`src/rtl/crc14_packet_framer_macros.svh`:
```
// Assertion macros used by the framer back end (cpf_back).
// Each macro expects clk_i and rst_ni to be visible where it is used.
`ifndef CRC14_PACKET_FRAMER_MACROS_SVH
`define CRC14_PACKET_FRAMER_MACROS_SVH

// Same-cycle implication, checked outside reset.
`define CPF_ASSERT_NOW(lbl, ante, cons, msg) \
  lbl: assert property (@(posedge clk_i) disable iff (!rst_ni) (ante) |-> (cons)) \
    else $error(msg);

// Next-cycle implication, checked outside reset.
`define CPF_ASSERT_NEXT(lbl, ante, cons, msg) \
  lbl: assert property (@(posedge clk_i) disable iff (!rst_ni) (ante) |=> (cons)) \
    else $error(msg);

`endif

```
`src/rtl/cpf_pkg.sv`:
```
package cpf_pkg;

  // Largest packet in bytes: three header bytes, the payload and two CRC bytes.
  localparam int MAX_PACKET = 64;

  localparam int LEN_W = 6;
  localparam int CRC_W = 14;
  localparam int PAYLOAD_LIMIT_RAW = (MAX_PACKET - 5 < 0) ? 0 : MAX_PACKET - 5;
  localparam int PAYLOAD_LIMIT = (PAYLOAD_LIMIT_RAW > 63) ? 63 : PAYLOAD_LIMIT_RAW;

  localparam logic [CRC_W-1:0] CRC_INIT   = 14'h3fff;
  localparam logic [CRC_W-1:0] CRC_POLY   = 14'h22f0;
  localparam logic [CRC_W-1:0] CRC_XOROUT = 14'h3fff;
  localparam int CRC_BITS = 7;

  // Depth of the job queue between front and back.
  localparam int QUEUE_DEPTH = 4;
  localparam int QPTR_W = $clog2(QUEUE_DEPTH);

  // Item kinds on the input channel.
  typedef enum logic {
    KIND_HEADER = 1'b0,
    KIND_DATA   = 1'b1
  } kind_e;

  typedef struct packed {
    logic             kind;
    logic [7:0]       address;
    logic [7:0]       command;
    logic [LEN_W-1:0] payload_length;
    logic [7:0]       data_byte;
  } in_item_t;

  typedef struct packed {
    logic [7:0] tx_byte;
    logic       last;
  } out_item_t;

  // One job for the back end: a header or a payload byte, plus whether the
  // trailer follows it.
  typedef struct packed {
    logic             is_hdr;
    logic [7:0]       first;
    logic [7:0]       command;
    logic [LEN_W-1:0] length;
    logic             close;
  } job_t;

  // Handshake between the queue and the back end.
  typedef struct packed {
    logic valid;
    job_t job;
  } queue_head_t;

  // Phases of the back-end byte sequencer.
  typedef enum logic [2:0] {
    PH_FIRST,
    PH_CMD,
    PH_LEN,
    PH_CRC_LO,
    PH_CRC_HI
  } phase_e;

  // Reflected CRC-14 update over the low seven bits of one byte.
  function automatic logic [CRC_W-1:0] crc_feed(logic [CRC_W-1:0] crc,
                                                logic [CRC_BITS-1:0] b);
    logic [CRC_W-1:0] c;
    c = crc ^ {{(CRC_W-CRC_BITS){1'b0}}, b};
    for (int k = 0; k < CRC_BITS; k++) begin
      if (c[0]) begin
        c = (c >> 1) ^ CRC_POLY;
      end else begin
        c = c >> 1;
      end
    end
    return c;
  endfunction

endpackage

```
`src/rtl/crc14_packet_framer.sv`:
```
// Byte-serial packet framer with a reflected CRC-14 trailer. A header transfer
// emits address, command and the clamped payload length (three output bytes,
// five when the length is zero); each payload transfer emits one byte, and the
// last one is followed by two 7-bit CRC bytes, the second flagged as last.
// Payload transfers with no open packet are dropped. The input side accepts one
// transfer per cycle while the four-entry job queue has room; the output side
// delivers one byte per cycle through its output register while a job is queued
// and the receiver is ready or the register is empty, so the sustained rate is
// set by the number of output bytes per packet. The CRC of one byte is computed
// combinationally in the back end.
module crc14_packet_framer (
  input  logic               clk_i,
  input  logic               rst_ni,
  input  logic               in_valid_i,
  output logic               in_ready_o,
  input  cpf_pkg::in_item_t  in_i,
  output logic               out_valid_o,
  input  logic               out_ready_i,
  output cpf_pkg::out_item_t out_o
);
  import cpf_pkg::*;

  logic        push;
  job_t        push_job;
  logic        queue_full;
  logic        pop;
  queue_head_t head;

  // Front end: accept, classify, track the open packet.
  cpf_front u_front (
    .clk_i        (clk_i),
    .rst_ni       (rst_ni),
    .in_valid_i   (in_valid_i),
    .in_ready_o   (in_ready_o),
    .in_i         (in_i),
    .push_o       (push),
    .push_job_o   (push_job),
    .queue_full_i (queue_full)
  );

  // Job queue between the two halves.
  cpf_queue u_queue (
    .clk_i      (clk_i),
    .rst_ni     (rst_ni),
    .push_i     (push),
    .push_job_i (push_job),
    .full_o     (queue_full),
    .pop_i      (pop),
    .head_o     (head)
  );

  // Back end: byte sequencer, CRC and output register.
  cpf_back u_back (
    .clk_i       (clk_i),
    .rst_ni      (rst_ni),
    .head_i      (head),
    .pop_o       (pop),
    .out_valid_o (out_valid_o),
    .out_ready_i (out_ready_i),
    .out_o       (out_o)
  );

endmodule

```
`src/rtl/cpf_queue.sv`:
```
module cpf_queue (
  input  logic                clk_i,
  input  logic                rst_ni,
  input  logic                push_i,
  input  cpf_pkg::job_t       push_job_i,
  output logic                full_o,
  input  logic                pop_i,
  output cpf_pkg::queue_head_t head_o
);
  import cpf_pkg::*;

  job_t              slots_q [QUEUE_DEPTH];
  logic [QPTR_W-1:0] wr_ptr_q, wr_ptr_d;
  logic [QPTR_W-1:0] rd_ptr_q, rd_ptr_d;
  logic [QPTR_W:0]   count_q, count_d;
  logic              do_pop;

  assign full_o     = (count_q == (QPTR_W+1)'(QUEUE_DEPTH));
  assign head_o.valid = (count_q != '0);
  assign head_o.job   = slots_q[rd_ptr_q];
  assign do_pop     = pop_i && head_o.valid;

  // Pointer and occupancy update.
  always_comb begin
    wr_ptr_d = push_i ? wr_ptr_q + 1'b1 : wr_ptr_q;
    rd_ptr_d = do_pop ? rd_ptr_q + 1'b1 : rd_ptr_q;
    count_d  = count_q;
    if (push_i && !do_pop) begin
      count_d = count_q + 1'b1;
    end else if (!push_i && do_pop) begin
      count_d = count_q - 1'b1;
    end
  end

  always_ff @(posedge clk_i or negedge rst_ni) begin
    if (!rst_ni) begin
      wr_ptr_q <= '0;
      rd_ptr_q <= '0;
      count_q  <= '0;
    end else begin
      wr_ptr_q <= wr_ptr_d;
      rd_ptr_q <= rd_ptr_d;
      count_q  <= count_d;
    end
  end

  // Slot storage needs no reset.
  always_ff @(posedge clk_i) begin
    if (push_i) begin
      slots_q[wr_ptr_q] <= push_job_i;
    end
  end

endmodule

```
`src/rtl/cpf_front.sv`:
```
module cpf_front (
  input  logic              clk_i,
  input  logic              rst_ni,
  input  logic              in_valid_i,
  output logic              in_ready_o,
  input  cpf_pkg::in_item_t in_i,
  output logic              push_o,
  output cpf_pkg::job_t     push_job_o,
  input  logic              queue_full_i
);
  import cpf_pkg::*;

  logic             open_q, open_d;
  logic [LEN_W-1:0] left_q, left_d;
  logic [LEN_W-1:0] len_clamped;
  logic             accept;
  logic             is_hdr;

  assign in_ready_o  = !queue_full_i;
  assign accept      = in_valid_i && in_ready_o;
  assign is_hdr      = (in_i.kind == KIND_HEADER);
  assign len_clamped = (in_i.payload_length > LEN_W'(PAYLOAD_LIMIT)) ?
                       LEN_W'(PAYLOAD_LIMIT) : in_i.payload_length;

  // Classify the transfer and track the open packet.
  always_comb begin
    open_d             = open_q;
    left_d             = left_q;
    push_o             = 1'b0;
    push_job_o.is_hdr  = is_hdr;
    push_job_o.first   = is_hdr ? in_i.address : in_i.data_byte;
    push_job_o.command = in_i.command;
    push_job_o.length  = len_clamped;
    push_job_o.close   = is_hdr ? (len_clamped == '0) : (left_q <= LEN_W'(1));
    if (accept) begin
      if (is_hdr) begin
        push_o = 1'b1;
        left_d = len_clamped;
        open_d = (len_clamped != '0);
      end else if (open_q) begin
        // Stray data with no open packet is dropped.
        push_o = 1'b1;
        left_d = (left_q != '0) ? left_q - 1'b1 : left_q;
        open_d = (left_d != '0);
        if (left_d == '0) begin
          left_d = '0;
        end
      end
    end
  end

  always_ff @(posedge clk_i or negedge rst_ni) begin
    if (!rst_ni) begin
      open_q <= 1'b0;
      left_q <= '0;
    end else begin
      open_q <= open_d;
      left_q <= left_d;
    end
  end

endmodule

```
`src/rtl/cpf_back.sv`:
```
`include "crc14_packet_framer_macros.svh"

module cpf_back (
  input  logic                 clk_i,
  input  logic                 rst_ni,
  input  cpf_pkg::queue_head_t head_i,
  output logic                 pop_o,
  output logic                 out_valid_o,
  input  logic                 out_ready_i,
  output cpf_pkg::out_item_t   out_o
);
  import cpf_pkg::*;

  phase_e           phase_q, phase_d;
  logic [CRC_W-1:0] crc_q, crc_d;
  logic [CRC_W-1:0] crc_out;
  logic             out_valid_q, out_valid_d;
  out_item_t        out_q, out_d;
  logic             advance;
  logic             emit;
  job_t             job;

  assign job     = head_i.job;
  assign advance = !out_valid_q || out_ready_i;
  assign emit    = advance && head_i.valid;
  assign crc_out = crc_q ^ CRC_XOROUT;

  // Next phase of the byte sequencer.
  always_comb begin
    phase_d = phase_q;
    if (emit) begin
      case (phase_q)
        PH_FIRST: begin
          if (job.is_hdr) begin
            phase_d = PH_CMD;
          end else if (job.close) begin
            phase_d = PH_CRC_LO;
          end else begin
            phase_d = PH_FIRST;
          end
        end
        PH_CMD:    phase_d = PH_LEN;
        PH_LEN:    phase_d = job.close ? PH_CRC_LO : PH_FIRST;
        PH_CRC_LO: phase_d = PH_CRC_HI;
        PH_CRC_HI: phase_d = PH_FIRST;
        default:   phase_d = PH_FIRST;
      endcase
    end
  end

  // Byte selection, CRC update and queue pop.
  always_comb begin
    out_d       = out_q;
    crc_d       = crc_q;
    pop_o       = 1'b0;
    out_valid_d = out_valid_q && !out_ready_i;
    if (emit) begin
      out_valid_d  = 1'b1;
      out_d.last   = 1'b0;
      case (phase_q)
        PH_FIRST: begin
          out_d.tx_byte = job.first;
          crc_d = crc_feed(job.is_hdr ? CRC_INIT : crc_q, job.first[CRC_BITS-1:0]);
          pop_o = !job.is_hdr && !job.close;
        end
        PH_CMD: begin
          out_d.tx_byte = job.command;
          crc_d = crc_feed(crc_q, job.command[CRC_BITS-1:0]);
        end
        PH_LEN: begin
          out_d.tx_byte = {{(8-LEN_W){1'b0}}, job.length};
          crc_d = crc_feed(crc_q, CRC_BITS'(job.length));
          pop_o = !job.close;
        end
        PH_CRC_LO: begin
          out_d.tx_byte = {1'b0, crc_out[CRC_BITS-1:0]};
        end
        PH_CRC_HI: begin
          out_d.tx_byte = {1'b0, crc_out[CRC_W-1:CRC_BITS]};
          out_d.last    = 1'b1;
          crc_d         = CRC_INIT;
          pop_o         = 1'b1;
        end
        default: begin
          out_d.tx_byte = job.first;
        end
      endcase
    end
  end

  always_ff @(posedge clk_i or negedge rst_ni) begin
    if (!rst_ni) begin
      phase_q     <= PH_FIRST;
      crc_q       <= CRC_INIT;
      out_valid_q <= 1'b0;
    end else begin
      phase_q     <= phase_d;
      crc_q       <= crc_d;
      out_valid_q <= out_valid_d;
    end
  end

  // Output payload register needs no reset.
  always_ff @(posedge clk_i) begin
    out_q <= out_d;
  end

  assign out_valid_o = out_valid_q;
  assign out_o       = out_q;

  // A job must stay at the queue head until its last byte has gone out.
  `CPF_ASSERT_NOW(a_head_held, phase_q != PH_FIRST, head_i.valid,
    "back end lost its job in mid-sequence")
  // The second CRC byte always carries the last flag.
  `CPF_ASSERT_NEXT(a_last_flag, emit && phase_q == PH_CRC_HI,
    out_valid_q && out_q.last, "trailer byte went out without the last flag")
  // While the closing byte is on offer the CRC has been rearmed.
  `CPF_ASSERT_NOW(a_crc_rearmed, out_valid_q && out_q.last, crc_q == CRC_INIT,
    "CRC not reset after packet trailer")

endmodule

```
`config.mk`:
```
export PLATFORM = sky130hd
export DESIGN_NAME = crc14_packet_framer
export DESIGN_NICKNAME = d
export VERILOG_FILES = /design/src/rtl/cpf_pkg.sv /design/src/rtl/crc14_packet_framer.sv /design/src/rtl/cpf_queue.sv /design/src/rtl/cpf_front.sv /design/src/rtl/cpf_back.sv
export VERILOG_INCLUDE_DIRS = /design/src /design/src/rtl
export SDC_FILE = /design/constraint.sdc
export NUM_CORES = 1
export LEC_CHECK = 0
export BUFFER_PORTS_ARGS = -buffer_cell sky130_fd_sc_hd__buf_2
export CAP_MARGIN = 10
export CORE_UTILIZATION = 50
export CTS_BUF_LIST = sky130_fd_sc_hd__clkbuf_8
export DETAILED_ROUTE_END_ITERATION = 8
export GPL_TIMING_DRIVEN = 0
export HOLD_SLACK_MARGIN = 0.06
export PLACE_DENSITY = 0.68
export SLEW_MARGIN = 20
export SYNTH_ARGS = -nofsm -noshare
export SYNTH_HDL_FRONTEND = slang
export SYNTH_SLANG_ARGS = --single-unit
```
`constraint.sdc`:
```
create_clock -name clk_i -period 3.6 [get_ports clk_i]
set_clock_uncertainty 0.1 [all_clocks]
set_input_delay 0.72 -clock clk_i [delete_from_list [all_inputs] [get_ports clk_i]]
set_output_delay 0.72 -clock clk_i [all_outputs]
set_load 0.05 [all_outputs]
```
Word-level counts from Yosys, hierarchy flattened
Memory sizes are Yosys's and may differ from the RTL's.
Index checks and enable logic that the tools add are counted.
{"block": "totals", "inputBits": 35, "out_inout_bits": 11, "n_memories": 1, "mem_bits_rw": 96, "ff_bits": 41, "wordCells": 159}
{"name": "u_queue.slots_q", "depth": 4, "word_bits": 24, "read_ports": 1, "rd_ports_with_merged_regs": 0, "write_ports": 1, "line_no": "cpf_queue.sv:12", "text": "job_t slots_q [QUEUE_DEPTH];"}
{"block": "classes", "addsub": 5, "n_eq_ne": 6, "bitwise_logic": 26, "n_reduce_logical": 26, "order_cmp": 2, "mux": 83}
{"operator": "14-bit 2-to-1 mux", "n": 58}
{"operator": "5-bit NOT with 6-bit output", "n": 21}
{"operator": "14-bit one-hot mux with 4 select lines", "n": 1}
{"operator": "8-bit one-hot mux with 4 select lines", "n": 1}
{"operator": "6-bit 2-to-1 mux", "n": 5}
{"operator": "14-bit by 7-bit XOR with 14-bit output", "n": 2}
{"operator": "6-bit nonzero test", "n": 3}
{"operator": "14-bit NOT", "n": 1}
{"operator": "14-bit by 6-bit XOR with 14-bit output", "n": 1}
{"operator": "6-bit zero test", "n": 2}
{"operator": "3-bit one-hot mux with 4 select lines", "n": 1}
{"operator": "1-bit 2-to-1 mux", "n": 11}
{"operator": "8-bit 2-to-1 mux", "n": 1}
{"operator": "1-bit logical AND", "n": 7}
{"operator": "1-bit zero test", "n": 7}
{"operator": "3-bit by 2-bit equality test with 1-bit output (second input constant)", "n": 2}
{"operator": "3-bit equality test (second input constant)", "n": 2}
{"operator": "6-bit > comparator (second input constant)", "n": 1}
{"operator": "6-bit by 1-bit <= comparator with 1-bit output (second input constant)", "n": 1}
{"operator": "3-bit 2-to-1 mux", "n": 2}
{"operator": "6-bit by 1-bit subtractor with 6-bit output (second input constant)", "n": 1}
{"operator": "2-bit by 1-bit adder with 2-bit output (second input constant)", "n": 2}
{"operator": "2-bit 2-to-1 mux", "n": 2}
{"operator": "2-bit AND reduction", "n": 2}
{"operator": "other kinds (11)", "n": 11}

Depth between registers and ports, before layout
An unclocked memory read counts as a cell.
{"block": "logic_depth", "depth_word": 30, "ltp_mapped": 13}

Cells and area by module
Synthesis repeated with hierarchy kept, for this count alone.
{"block": "unflattened", "cells_unflattened": 610, "hier_area_um2": 7851.3}
{"mod": "cpf_queue", "area_each_um2": 3905.0, "seq_area_each_um2": 3057.9, "instances": 1, "cells_per_inst": 160}
{"mod": "cpf_back", "area_each_um2": 3141.8, "seq_area_each_um2": 738.2, "instances": 1, "cells_per_inst": 350}
{"mod": "cpf_front", "area_each_um2": 804.5, "seq_area_each_um2": 175.2, "instances": 1, "cells_per_inst": 100}

Worst setup path after synthesis
Ideal clock, no wire load.
{"block": "synth_timing", "path_type": "register to register", "from": "register u_queue.rd_ptr_q[0]", "to": "register u_queue.count_q[1]", "required_ns": 3.375, "setup_slack_ns": 0.563, "path_buffers": 3, "arrival_time_ns": 2.813, "path_stages_with_launch": 12, "path_cell_list": "dfrtp_1 > buf_6 > buf_12 > mux4_2 > buf_2 > a21oi_1 > nor2_1 > a2111o_1 > ha_1 > inv_1 > fa_1 > mux2_2"}
{"block": "synth_via", "elab_chain_len": 9, "elab_cells_between_ends": 12}
{"item": "start, declared", "line_no": "cpf_queue.sv:14", "text": "logic [QPTR_W-1:0] rd_ptr_q, rd_ptr_d;"}
{"item": "start signal, assigned", "line_no": "cpf_queue.sv:42", "text": "rd_ptr_q <= rd_ptr_d;"}
{"item": "memory 4 x 24 bit (*)"}
{"item": "1-bit zero test, on equally long branches", "line_no": "cpf_back.sv:64, cpf_back.sv:73"}
{"item": "1-bit logical AND", "line_no": "cpf_back.sv:64", "text": "pop_o = !job.is_hdr && !job.close;"}
{"item": "1-bit one-hot mux with 3 select lines (*)", "line_no": "cpf_back.sv:60", "text": "case (phase_q)"}
{"item": "1-bit 2-to-1 mux (*)", "line_no": "cpf_back.sv:57", "text": "if (emit) begin"}
{"item": "1-bit logical AND (*)", "line_no": "cpf_queue.sv:21", "text": "assign do_pop = pop_i && head_o.valid;"}
{"item": "1-bit zero test (*)", "line_no": "cpf_queue.sv:28", "text": "if (push_i && !do_pop) begin"}
{"item": "1-bit logical AND (*)", "line_no": "cpf_queue.sv:28"}
{"item": "3-bit 2-to-1 mux (*)", "line_no": "cpf_queue.sv:28"}
{"item": "named net u_queue.count_d[1]", "line_no": "cpf_queue.sv:15", "text": "logic [QPTR_W:0] count_q, count_d;"}
{"item": "end signal, assigned", "line_no": "cpf_queue.sv:43", "text": "count_q <= count_d;"}
{"item": "end, declared", "line_no": "cpf_queue.sv:15"}
The timed path passes the listed nets; every way through them passes the cells marked *.
A chain may end at the register's enable or synchronous reset.

Final worst setup path
Same ends and word-level chain as after synthesis.

==> flow_summary_export.csv <==
group,metric,value,unit
status,status,"completed",
timing,max_freq,0.296,GHz
final_layout,fin_util,57.9,%
yosys,yosysTopAreaCell,"edfxtp_1",
clock_tree,cts_root_buf,"clkbuf_8",
final_layout,final_common_cell,"edfxtp_1",
yosys,ys_warn_count,0,
timing,finalSetupTns,0,ns
grt,antenna_found_initial,0,
routing,drc,0,
yosys,ys_seq_area_share,51.8,%
setup_path,cp-end-kind,"flop",
final_layout,drive_gt1_share,25.5,%
routing,drt_wl_total,18.4,mm
timing,fin_crit_sh,93.7,%
routing,highest-signal-layer,"met4",
clock_tree,cts_tree,"yes",
setup_path,cp.required,3.85,ns
die,core_area,14800,µm²
clock_tree,cts.clk_slew.worst_paths,0.09,ns
routing,wl_per_cell,22.0,µm
final_layout,final_area,8540,µm²
placement,dp_slack,0.152,ns
grt,grt_pass1_vias,4954,
setup_path,cp-start-kind,"flop",
placement,hpwl,13.2,mm
timing,slew_headroom,44.6,%
die,die_area,15800,µm²
routing,drt_iter0_drc,374,
grt,grt_overflow,0,
final_layout,layout.nets,683,
die,num_rows,44,
setup_path,crit_fanout,10,
job,cap_violations,0,
clock_tree,h-tree-depth,4,
routing,avgViaCountPerCell,5.82,
die,die_h,126,µm
timing,setup_viol,0,
clock_tree,numCtsBuffers,17,
clock_tree,cts_num_sinks,137,
timing,worstMarginPinSlew,0.831,ns
final_layout,syn_to_final_growth,11.3,%
timing,hold_viol,0,
yosys,synth_ff_type,"edfxtp_1",
final_layout,antenna_cells,0,
routing,firstDrtPassIters,5,
routing,wl_met3,820,µm
yosys,synth_edf_count,105,
placement,portBuffers,44,
yosys,synth_top_area_share,41.1,%
yosys,ys_ff_latch,137,
yosys,avgSynthCellArea,13.3,µm²
grt,track_usage,24.9,%
yosys,synth_area_leaders,"edfxtp_1 (41%), xnor2_1 (8.9%), mux4_2 (7.3%)",
clock_tree,post_cts_resized,0,
yosys,synth_mux_area_share,8.92,%
routing,via_count,4867,
yosys,synth-simple-area-share,7.03,%
placement,place_area,8130,µm²
clock_tree,clk_path_buf_depth,2,
yosys,synth_top_family_by_area,"XOR/XNOR gates",
yosys,async_flop_share,23.4,%
routing,met2_length,8.89,mm
timing,maxSlewViolCount,0,
worst_hold_path,hold_class,"in -> async",
routing,final_antenna_net_count,0,
grt,grt_pass1_wl,28.7,mm
timing,fin_crit,3.37,ns
setup_path,arrival,3.63,ns
yosys,synth_cells,575,
clock_tree,cts_hold_buf,0,
yosys,synthesis.nets,619,
grt,grt_max_degree,33,
timing,worst_slack,0.226,ns
yosys,netlist_area,7670,µm²
die,io-pin-count,46,
yosys,synthXorXnorAreaFrac,19.0,%
final_layout,layout_common_cells,"edfxtp_1 (105), xnor2_1 (78), buf_2 (50), nor2_1 (40), nand2_1 (37)",
die,start_util,52.0,%
yosys,synth_compound_area_share,8.63,%
yosys,ys_types,64,
timing,grt_setup_unrepaired,"no",
clock_tree,clk_latency,0.47,ns
placement,gp_congestion,0.924,
setup_path,critical_path_class,"reg -> reg",
yosys,synthAdderAreaFrac,1.57,%
die,chipWidth,126,µm
routing,drt-met1-wl,8.06,mm
## per-layer routing
metal  vias up  global-route usage (%)
met5         -                       0
met4         0                    12.1
met3        46                    5.14
met2       167                    40.7
met1      2410                    31.8
li1       2244                       -
## synth_stat cells, types with 3 or more instances
master / count
xor2_1: 21
or2_2: 4
o211ai_1: 3
or3_1: 3
nor2_1: 40
a221oi_1: 3
o21a_1: 3
a22oi_1: 12
xnor3_1: 11
mux2_2: 9
and2_1: 5
a32oi_1: 3
nor2b_1: 6
dfstp_2: 14
nand2b_1: 5
o21ai_0: 17
inv_2: 3
buf_4: 3
edfxtp_1: 105
a31oi_1: 7
ha_1: 8
inv_1: 14
o22ai_1: 8
xnor2_1: 78
dfrtp_1: 18
buf_2: 6
o21ai_1: 11
xnor2_2: 10
a21oi_1: 15
nand2_1: 37
clkbuf_1: 17
nand3_1: 5
mux4_2: 25
xor3_1: 3
nor3_1: 6
## worst max-delay path, stage by stage, from the launching register on
cell      delay (ns)
dfrtp_1         0.36
buf_6           0.18
buf_12          0.18
mux4_2          0.56
buf_2           0.23
a21oi_1         0.18
nor2_1          0.08
a2111o_1        0.40
ha_1            0.24
inv_1           0.07
fa_1            0.40
mux2_2          0.27
## worst paths after layout
kind                                         endpoint                start  slack (ns)  cells after the start
worst max-delay path               u_queue.count_q[1]  u_queue.rd_ptr_q[0]        0.23                     11
worst min-delay path                u_back.phase_q[2]               rst_ni        0.25                      1
worst max register to register     u_queue.count_q[1]  u_queue.rd_ptr_q[0]        0.23                     11
worst min register to register     u_queue.count_q[2]   u_queue.count_q[2]        0.39                      1
max in group asynchronous           u_front.left_q[5]               rst_ni        2.62                      1
min in group clk_i              u_queue.slots_q[1][7]             in_i[14]        0.36                      1
## flip-flops by register name (all words and copies together), names as in the netlist, 2 cells and up
signal and count:
u_back.crc_q 14, u_back.out_o 9, u_queue.slots_q 96, u_queue.rd_ptr_q 2
u_queue.count_q 3, u_back.phase_q 3, u_queue.wr_ptr_q 2, u_front.left_q 6
## final cells by class
cell class              instances  area [µm²]
fillers                      1181        6210
flip-flops and latches        137        3970
multi-input cells             391        3470
clock buffers                  17         234
well taps                     184         230
repair buffers                 45         228
clock inverters                15         173
plain buffers                  30         171
inverters                      17        63.8
## metrics by stage
| step | hold slack, ns | cells |
|---|---|---|
| finish | 0.247 | 836 |
| global route | 0.282 | 836 |
| CTS | 0.246 | 835 |
| detailed placement | 0.378 | 803 |
| global placement | 0.373 | 803 |
| floorplan | 0.324 | 575 |
## what timing repair did
| action | 4_1_cts | 5_1_grt |
|---|---|---|
| buffers inserted | 0 | 1 |
| endpoints found under the hold margin | 0 | 0 |
| endpoints found under the setup margin | 0 | 1 |
## kinds of logic after synthesis
| kind of cell | after synthesis |
|---|---|
| buf+inv | 47 |
| simple gates | 118 |
| fa+ha+maj | 9 |
| compound gates | 100 |
| mux | 36 |
| xor+xnor | 128 |
| flops | 137 |
Power is left out: the tool's default activity adds up to more than one toggle a clock period on the data nets, which glitch-free logic cannot reach.
